==> src/design/lkc_pkg.sv <==
// Shared constants and types for the LRU key cache.
// Used by the recency cells, the top level and the port checker.
package lkc_pkg;

    localparam int DEPTH    = 16;
    localparam int KEY_BITS = 64;

    // Fixed port widths
    localparam int KEY_W  = 64;
    localparam int CAP_W  = 5;
    localparam int RANK_W = 4;
    localparam int OCC_W  = 5;

    localparam int IDX_W = (DEPTH > 1) ? $clog2(DEPTH) : 1;
    localparam int CNT_W = $clog2(DEPTH + 1);

    localparam logic [CAP_W-1:0] CAP_RESET = CAP_W'(16);

    // One link of the recency chain: what a cell hands to its neighbour
    typedef struct packed {
        logic                valid;
        logic [KEY_BITS-1:0] key;
    } lkc_link_t;

endpackage

==> src/design/lkc_cell.sv <==
// One position of the recency stack: a stored key and its valid bit.
// Depends on lkc_pkg for the link type and key width.
module lkc_cell
    import lkc_pkg::*;
(
    input  logic                clk,
    input  logic                rst_n,
    input  logic                shift,
    input  lkc_link_t           link_in,
    input  logic [KEY_BITS-1:0] probe_key,
    output lkc_link_t           link_out,
    output logic                match
);

    logic                valid_reg;
    logic                valid_next;
    logic [KEY_BITS-1:0] key_reg;
    logic [KEY_BITS-1:0] key_next;

    always_comb
    begin
        valid_next = shift ? link_in.valid : valid_reg;
        key_next   = shift ? link_in.key   : key_reg;
    end

    always_ff @(posedge clk or negedge rst_n)
    begin
        if (!rst_n)
        begin
            valid_reg <= 1'b0;
        end
        else
        begin
            valid_reg <= valid_next;
        end
    end

    // Keys need no reset: an entry is only read once its valid bit is set
    always_ff @(posedge clk)
    begin
        key_reg <= key_next;
    end

    assign link_out.valid = valid_reg;
    assign link_out.key   = key_reg;
    assign match          = valid_reg && (key_reg == probe_key);

endmodule

==> src/design/lru_key_cache.sv <==
// A result strobes on done in the cycle after start is taken.
// Throughput: one lookup per cycle; all cells compare in parallel and the
// chain shifts in the same cycle, so busy stays low.
// Reset clears every valid bit, the occupancy count and sets capacity to 16;
// stored keys are not cleared. Results cannot be stalled by the receiver.
// Top level of the LRU key cache; depends on lkc_pkg and lkc_cell.
module lru_key_cache
    import lkc_pkg::*;
(
    input  logic              clk,
    input  logic              rst_n,
    input  logic              start,
    output logic              busy,
    input  logic [KEY_W-1:0]  lookup_key,
    input  logic              cfg_valid,
    output logic              cfg_ready,
    input  logic [CAP_W-1:0]  cfg_data,
    output logic              done,
    output logic              hit,
    output logic              evicted,
    output logic [KEY_W-1:0]  evicted_key,
    output logic [RANK_W-1:0] hit_rank,
    output logic [OCC_W-1:0]  occupancy
);

    logic                take;
    logic [KEY_BITS-1:0] probe_key;

    lkc_link_t           links [DEPTH+1];
    logic [DEPTH-1:0]    match;
    logic [DEPTH-1:0]    shift;
    logic [DEPTH-1:0]    tail;

    logic [CAP_W-1:0]    cap_reg;
    logic [CAP_W-1:0]    cap_next;
    logic [CNT_W-1:0]    count_reg;
    logic [CNT_W-1:0]    count_next;
    logic [CNT_W-1:0]    cap_eff;

    logic                hit_now;
    logic                evict_now;
    logic [IDX_W-1:0]    rank;
    logic [IDX_W-1:0]    top;
    logic [KEY_BITS-1:0] tail_key;

    logic                done_reg;
    logic                hit_reg;
    logic                evicted_reg;
    logic [KEY_W-1:0]    ev_key_reg;
    logic [RANK_W-1:0]   rank_reg;
    logic [OCC_W-1:0]    occ_reg;

    assign busy      = 1'b0;
    assign cfg_ready = 1'b1;
    assign take      = start && !busy;
    assign probe_key = lookup_key[KEY_BITS-1:0];

    // Head of the chain: the new key, always valid
    assign links[0].valid = 1'b1;
    assign links[0].key   = probe_key;

    for (genvar g = 0; g < DEPTH; g++)
    begin : g_cell
        lkc_cell u_cell (
            .clk       (clk),
            .rst_n     (rst_n),
            .shift     (shift[g]),
            .link_in   (links[g]),
            .probe_key (probe_key),
            .link_out  (links[g+1]),
            .match     (match[g])
        );

        // Last valid cell holds the least recent key
        if (g == DEPTH - 1)
        begin : g_last
            assign tail[g] = links[g+1].valid;
        end
        else
        begin : g_mid
            assign tail[g] = links[g+1].valid && !links[g+2].valid;
        end

        assign shift[g] = take && (IDX_W'(g) <= top);
    end

    always_comb
    begin
        if (cap_reg == '0)
        begin
            cap_eff = CNT_W'(1);
        end
        else if (int'(cap_reg) > DEPTH)
        begin
            cap_eff = CNT_W'(DEPTH);
        end
        else
        begin
            cap_eff = CNT_W'(cap_reg);
        end
    end

    always_comb
    begin
        rank = '0;
        for (int i = DEPTH - 1; i >= 0; i--)
        begin
            if (match[i])
            begin
                rank = IDX_W'(i);
            end
        end
    end

    always_comb
    begin
        tail_key = '0;
        for (int i = 0; i < DEPTH; i++)
        begin
            if (tail[i])
            begin
                tail_key = tail_key | links[i+1].key;
            end
        end
    end

    assign hit_now   = |match;
    assign evict_now = !hit_now && (count_reg >= cap_eff) && (count_reg != '0);

    // Deepest cell that moves this cycle
    always_comb
    begin
        if (hit_now)
        begin
            top = rank;
        end
        else if (evict_now)
        begin
            top = IDX_W'(count_reg - 1'b1);
        end
        else if (int'(count_reg) >= DEPTH)
        begin
            top = IDX_W'(DEPTH - 1);
        end
        else
        begin
            top = IDX_W'(count_reg);
        end
    end

    always_comb
    begin
        count_next = count_reg;
        if (take && !hit_now && !evict_now && (int'(count_reg) < DEPTH))
        begin
            count_next = count_reg + 1'b1;
        end
    end

    assign cap_next = (cfg_valid && cfg_ready) ? cfg_data : cap_reg;

    always_ff @(posedge clk or negedge rst_n)
    begin
        if (!rst_n)
        begin
            cap_reg   <= CAP_RESET;
            count_reg <= '0;
            done_reg  <= 1'b0;
        end
        else
        begin
            cap_reg   <= cap_next;
            count_reg <= count_next;
            done_reg  <= take;
        end
    end

    // Result word: capture on every accepted lookup
    always_ff @(posedge clk)
    begin
        if (take)
        begin
            hit_reg     <= hit_now;
            evicted_reg <= evict_now;
            ev_key_reg  <= evict_now ? KEY_W'(tail_key) : '0;
            rank_reg    <= hit_now ? RANK_W'(rank) : '0;
            occ_reg     <= OCC_W'(count_next);
        end
    end

    assign done        = done_reg;
    assign hit         = hit_reg;
    assign evicted     = evicted_reg;
    assign evicted_key = ev_key_reg;
    assign hit_rank    = rank_reg;
    assign occupancy   = occ_reg;

endmodule

==> config.mk <==
export PLATFORM = sky130hd
export DESIGN_NAME = lru_key_cache
export DESIGN_NICKNAME = d
export VERILOG_FILES = /design/src/design/lkc_pkg.sv /design/src/design/lkc_cell.sv /design/src/design/lru_key_cache.sv
export SDC_FILE = /design/constraint.sdc
export NUM_CORES = 2
export LEC_CHECK = 0
export BUFFER_PORTS_ARGS = -buffer_cell sky130_fd_sc_hd__buf_2
export CORE_MARGIN = 2
export CORE_UTILIZATION = 38
export CTS_CLUSTER_DIAMETER = 60
export DETAILED_ROUTE_END_ITERATION = 16
export PLACE_DENSITY_LB_ADDON = 0.05
export SETUP_SLACK_MARGIN = 0.4
export SYNTH_ARGS = -nofsm -noshare
export SYNTH_HDL_FRONTEND = slang
export SYNTH_HIERARCHICAL = 1
export SYNTH_SLANG_ARGS = --single-unit
export TNS_END_PERCENT = 50
==> constraint.sdc <==
create_clock -name clk -period 7.9 [get_ports clk]
set_clock_uncertainty 0.15 [all_clocks]
set_input_delay 0.395 -clock clk [delete_from_list [all_inputs] [get_ports clk]]
set_output_delay 0.395 -clock clk [all_outputs]
set_load 0.02 [all_outputs]
Word level (Yosys, flattened, before mapping)

Index checks and enable logic that the tools add are counted.

Logic and storage cells: 203
Bits of input ports: 73
Register bits: 1126

Add/sub/neg operators: 2
Reduce and logical (&&, ||, !) cells: 72
Equality and inequality tests: 16
Bitwise logic cells: 15
Mux-type cells: 38
Order comparisons: 20

Operators with widths:

| operator                                                                         | number |
|---|---|
| 64-bit equality test                                                             | 16 |
| 64-bit 2-to-1 mux                                                                | 16 |
| 64-bit bitwise OR                                                                | 15 |
| 4-bit 2-to-1 mux                                                                 | 19 |
| 1-bit logical AND                                                                | 52 |
| 4-bit less-or-equal comparator (first input constant)                            | 8 |
| 1-bit logical NOT                                                                | 17 |
| 3-bit by 4-bit less-or-equal comparator with 1-bit output (first input constant) | 4 |
| 16-bit OR reduction                                                              | 1 |
| 5-bit 2-to-1 mux                                                                 | 3 |
| 1-bit by 4-bit less-or-equal comparator with 1-bit output (first input constant) | 2 |
| 2-bit by 4-bit less-or-equal comparator with 1-bit output (first input constant) | 2 |
| 5-bit by 1-bit adder with 5-bit output (second input constant)                   | 1 |
| 5-bit greater-or-equal comparator                                                | 1 |
| 5-bit greater-or-equal comparator (second input constant)                        | 1 |
| 5-bit > comparator (second input constant)                                       | 1 |
| 5-bit logical NOT                                                                | 1 |
| 5-bit less-than comparator (second input constant)                               | 1 |
| 5-bit nonzero test                                                               | 1 |
| 4-bit by 1-bit subtractor with 4-bit output (second input constant)              | 1 |

Depth between registers and ports, before layout

Depth in word-level cells: 33
Gate-level depth with buffers: 13
Depth with buffers taken out: 13

Modules after synthesis

The synthesis kept the hierarchy.

Modules (own cells, without submodules):

| module        | cells each | area each (µm²) | sequential area each (µm²) | instances |
|---|---|---|---|---|
| lkc_cell      | 174        | 2751.4          | 1946.9                     | 16 |
| lru_key_cache | 1022       | 9092.5          | 2528.7                     | 1 |

Least setup slack after synthesis

No wires, ideal clock.

Path kind: flip-flop to flip-flop
Start: register g_cell[7].u_cell.key_reg[33]
End: register g_cell[15].u_cell.valid_reg
Clock period less this slack: 7.784 ns
Slack: 0.116 ns
Arrival: 7.547 ns
Path buffers: 0
Cell stages (with the launch flop): 13
Path through: edfxtp_1 -> nor2b_1 -> a2111o_1 -> nor3_2 -> nand4_1 -> nor4_2 -> nor4_4 -> nand3_2 -> nor3_4 -> a31oi_1 -> nand3b_1 -> nor3_1 -> mux2_2

Longest elaborated chain between the ends: 13
Elaborated cells on any way between the ends: 18
Those cells by class: 1 x order compare; 1 x eq/ne; 10 x mux; 6 x reduce/logical

RTL lines:

| element                          | line                 | RTL |
|---|---|---|
| from (decl)                      | lkc_cell.sv:17       | `logic [KEY_BITS-1:0] key_reg;` |
| from (signal assigned)           | lkc_cell.sv:41       | `key_reg <= key_next;` |
| 64-bit equality test *           | lkc_cell.sv:46       | `assign match = valid_reg && (key_reg == probe_key);` |
| 1-bit logical AND *              | lkc_cell.sv:46       |  |
| net match[7]                     | lru_key_cache.sv:30  | `logic [DEPTH-1:0] match;` |
| 4-bit 2-to-1 mux (8 in a row)    | lru_key_cache.sv:108 | `if (match[i])` |
| 4-bit 2-to-1 mux *               | lru_key_cache.sv:133 | `if (hit_now)` |
| 4-bit less-or-equal comparator * | lru_key_cache.sv:84  | `assign shift[g] = take && (IDX_W'(g) <= top);` |
| 1-bit logical AND *              | lru_key_cache.sv:84  |  |
| net shift[15]                    | lru_key_cache.sv:31  | `logic [DEPTH-1:0] shift;` |
| to (signal assigned)             | lkc_cell.sv:34       | `valid_reg <= valid_next;` |
| to (decl)                        | lkc_cell.sv:15       | `logic valid_reg;` |

Mark *: on every way through the listed nets, which the timed path passes. The rest lies on a longest branch.
A chain may end at the register's enable or synchronous reset.

Final worst setup path

Start: input port lookup_key[44]
End: register g_cell[9].u_cell.key_reg[14], enable pin

Elaborated cells on any way between the ends: 56
Those cells by class: 1 x order compare; 16 x eq/ne; 18 x mux; 21 x reduce/logical

RTL lines:

| element                                                                   | line                                       | RTL |
|---|---|---|
| from (decl)                                                               | lru_key_cache.sv:14                        | `input logic [KEY_W-1:0] lookup_key,` |
| 64-bit equality test *                                                    | lkc_cell.sv:46                             |  |
| 1-bit logical AND *                                                       | lkc_cell.sv:46                             |  |
| net match[4]                                                              | lru_key_cache.sv:30                        |  |
| 16-bit OR reduction / 4-bit 2-to-1 mux (equally long branches)            | lru_key_cache.sv:127, lru_key_cache.sv:108 |  |
| 1-bit logical NOT / 4-bit 2-to-1 mux (equally long branches)              | lru_key_cache.sv:128, lru_key_cache.sv:108 |  |
| 1-bit logical AND / 4-bit 2-to-1 mux (equally long branches) (2 in a row) | lru_key_cache.sv:128, lru_key_cache.sv:108 |  |
| 4-bit 2-to-1 mux, on equally long branches                                | lru_key_cache.sv:137, lru_key_cache.sv:108 |  |
| 4-bit 2-to-1 mux *                                                        | lru_key_cache.sv:133                       |  |
| 4-bit less-or-equal comparator *                                          | lru_key_cache.sv:84                        |  |
| 1-bit logical AND *                                                       | lru_key_cache.sv:84                        |  |
| net shift[9]                                                              | lru_key_cache.sv:31                        |  |
| to (signal assigned)                                                      | lkc_cell.sv:41                             |  |
| to (decl)                                                                 | lkc_cell.sv:17                             |  |

Marks and branches as above.

==> metrics <==
outcome complete, no violations; final wirelength ~240000 um; Crit Path Category in2reg; root buffer cell clkbuf_16; Vert. Die Dim about 380 um; post-detail-place hpwl 160000 um; Fill cells 12824; initial antenna violation count 9; Worst setup EP type flip-flop; WHS 0.0345 ns; global route overflow 0; # Post-CTS Setup Buffers 0; min Tclk post-route 6.09 ns; Slew Limit Fails 0; Post-Syn Area per Cell 14.0 um^2; startpoint types input pin; crit path DAT 6.41 ns; Clock transition at path regs 0.06 ns; Sum Neg Setup Slack 0 ns; synth cell count leaders edfxtp_1, xnor2_1, inv_1; # H-tree levels 4; Total Nets Final 4182; wire length per cell 39.2 um; RSZ-0062 raised after global routing false; leakage 0.0207 uW; Die X roughly 380 um; Slew headroom between 10% and 20%; Synth Warn # 6; Setup Viol. Count Final 0; Placer Congestion 1.01; HP Class in2async; first-pass GRT wire length 320000 um; flip-flop count of the largest register after layout about 1000; Sinks on Clock Net 1126; Seq cells post-synth 1126; Tcrit/Tclk final between 70% and 80%; Detail Route Antenna Nets 0; synthesized area 53100 um^2; Required @ worst endpoint 8.22 ns; Seq. cell area ~34000 um^2; hold buffers post-CTS 66; Vias/cell 6.27; sequential area share after synthesis 63.4%; number of flops mapped to enable cells by yosys 1099; Max Clock Freq 0.164 GHz; full die area 143000 um^2; area of the multi-input gates between 15000 and 20000 um^2; leading area contributor after synthesis edfxtp_1; ys flop type edfxtp_1; CTS max path bufs 3; CTS resizes 0; largest net degree at the start of global routing 66; final hold violation count 0; via count around 38000; CTS tree built; share of cells above drive strength 1 between 10% and 20%; IO Count 151; slew at the pin closest to its max-slew limit roughly 1.3 ns; Detailed Routing Iterations Pass 1 6; Worst IR Drop VDD 0.000409 V; share of the synthesized area in the top cell type 62.1%; Initial Util roughly two fifths; Worst-Skew Late Latency 0.79 ns; max-cap violations 0; initial drt markers ~5500; worst-path maximum fanout 17; Gate Count Post-Synth 3806; TritonCTS Buffers 139; fraction of registers with async set/reset 2.40%; GRT Util Overall 32.9%; ranking of synthesized cells by area edfxtp_1, xnor2_1, a221oi_1, xor2_1, a22o_1; Rows 137; pwr dens 497 nW/um^2; DRC Markers 0; core area between 100000 and 150000 um^2; Layout area overhead 16.4%; Port Buffers 148; synth unique cells slightly below 60; vias in the first global route 37194; count leader, synth edfxtp_1
## worst paths after layout
path                            cells past startpoint                          start  slack [ns]                       endpoint
worst max-delay path                               14                 lookup_key[44]        1.81   g_cell[9].u_cell/key_reg[14]
worst min register to register                      0  g_cell[14].u_cell/key_reg[59]        0.32  g_cell[15].u_cell/key_reg[59]
max in group asynchronous                           2                          rst_n        7.05    g_cell[15].u_cell/valid_reg
min in group clk                                    1                 lookup_key[33]        0.07   g_cell[0].u_cell/key_reg[33]
worst min-delay path                                2                          rst_n        0.03                     cap_reg[0]
worst max register to register                     12    g_cell[4].u_cell/key_reg[4]        2.00   g_cell[9].u_cell/key_reg[14]
## cell usage in the layout, fill, tap and decap left out, types with 17 or more instances in the layout
cell and count:
edfxtp_1 1099, xnor2_1 515, inv_1 249, a221oi_1 230
xor2_1 209, a22oi_1 182, nand4_1 179, a22o_1 156
buf_2 147, clkbuf_16 146, o22ai_1 115, dlygate4sd3_1 66
buf_4 60, a31oi_1 57, and3_1 55, nor4_1 50
nand2b_1 50, nor4_2 48, inv_2 48, nand2_1 43
nor3_1 36, nor2b_1 33, nor2_1 32, nor2b_4 32
o2bb2ai_1 32, clkbuf_1 30, clkinv_1 28, o21ai_0 27
dfrtp_1 25, clkinv_2 21, mux2_2 20, buf_12 20
nand3_1 18, nor3_2 17
## area by class of cell
| type | instances | share of cell area [%] |
|---|---|---|
| multi-input cells | 2242 | 29.1 |
| clock inverters | 75 | 1.04 |
| inverters | 299 | 1.82 |
| repair buffers | 294 | 3.66 |
| clock buffers | 178 | 6.14 |
| diodes | 3 | 0.0121 |
| flip-flops and latches | 1126 | 54.5 |
| well taps | 1876 | 3.80 |
## per-stage QoR
| stage | cell area [um^2] | util, % | instances | worst slack (ns) | total power [uW] |
|---|---|---|---|---|---|
| after floorplan | 53100 | - | 3807 | 1.43 | 18000 |
| after global placement | 56700 | 40.7 | 5771 | 1.70 | 24200 |
| after detailed placement | 56700 | 40.7 | 5771 | 1.58 | 24200 |
| after CTS | 61800 | 44.4 | 6090 | 1.87 | 30600 |
| after global routing | 61800 | 44.4 | 6091 | 1.69 | 31600 |
| final | 61800 | 44.4 | 6093 | 1.81 | 30700 |
## cells by family after synthesis
logic type	synth area share (%)
AOI/OAI and AO/OA	13.0
xor gates and xnor gates	11.9
adders and majority gates	0.165
buffers and inverters	3.25
DFF	63.4
muxes	0.424
other	0.0141
and+or+nand+nor	7.77
## critical path, cell delays in order
cell and delay [ns]:
dlygate4sd3_1 0.53, buf_2 0.49, xnor2_1 0.20, nand4_1 0.27
nor4_1 0.81, nand2_1 0.35, nor4_2 0.62, nor4_4 0.12
nand3_2 0.16, nor3_4 0.11, a31oi_1 0.52, nand2_1 0.39
a21oi_4 1.02, buf_4 0.39
## report_power, final
group	leakage, uW	internal [uW]	switching [uW]
Clock	0.00216	3690	2630
Sequential	0.0107	10500	2780
Combinational	0.00785	3370	7730
## layer usage
metal | wire, um | share of wire (%) | track usage [%] | vias to the layer above
met5 | 31 | 0.013 | 0 | -
met4 | 11500 | 4.8 | 14.7 | 4
met3 | 20600 | 8.6 | 6.67 | 474
met2 | 109000 | 46 | 51.4 | 2397
met1 | 97600 | 41 | 44.4 | 19743
li1 | - | - | - | 15603
(Power assumes the default switching activity.)
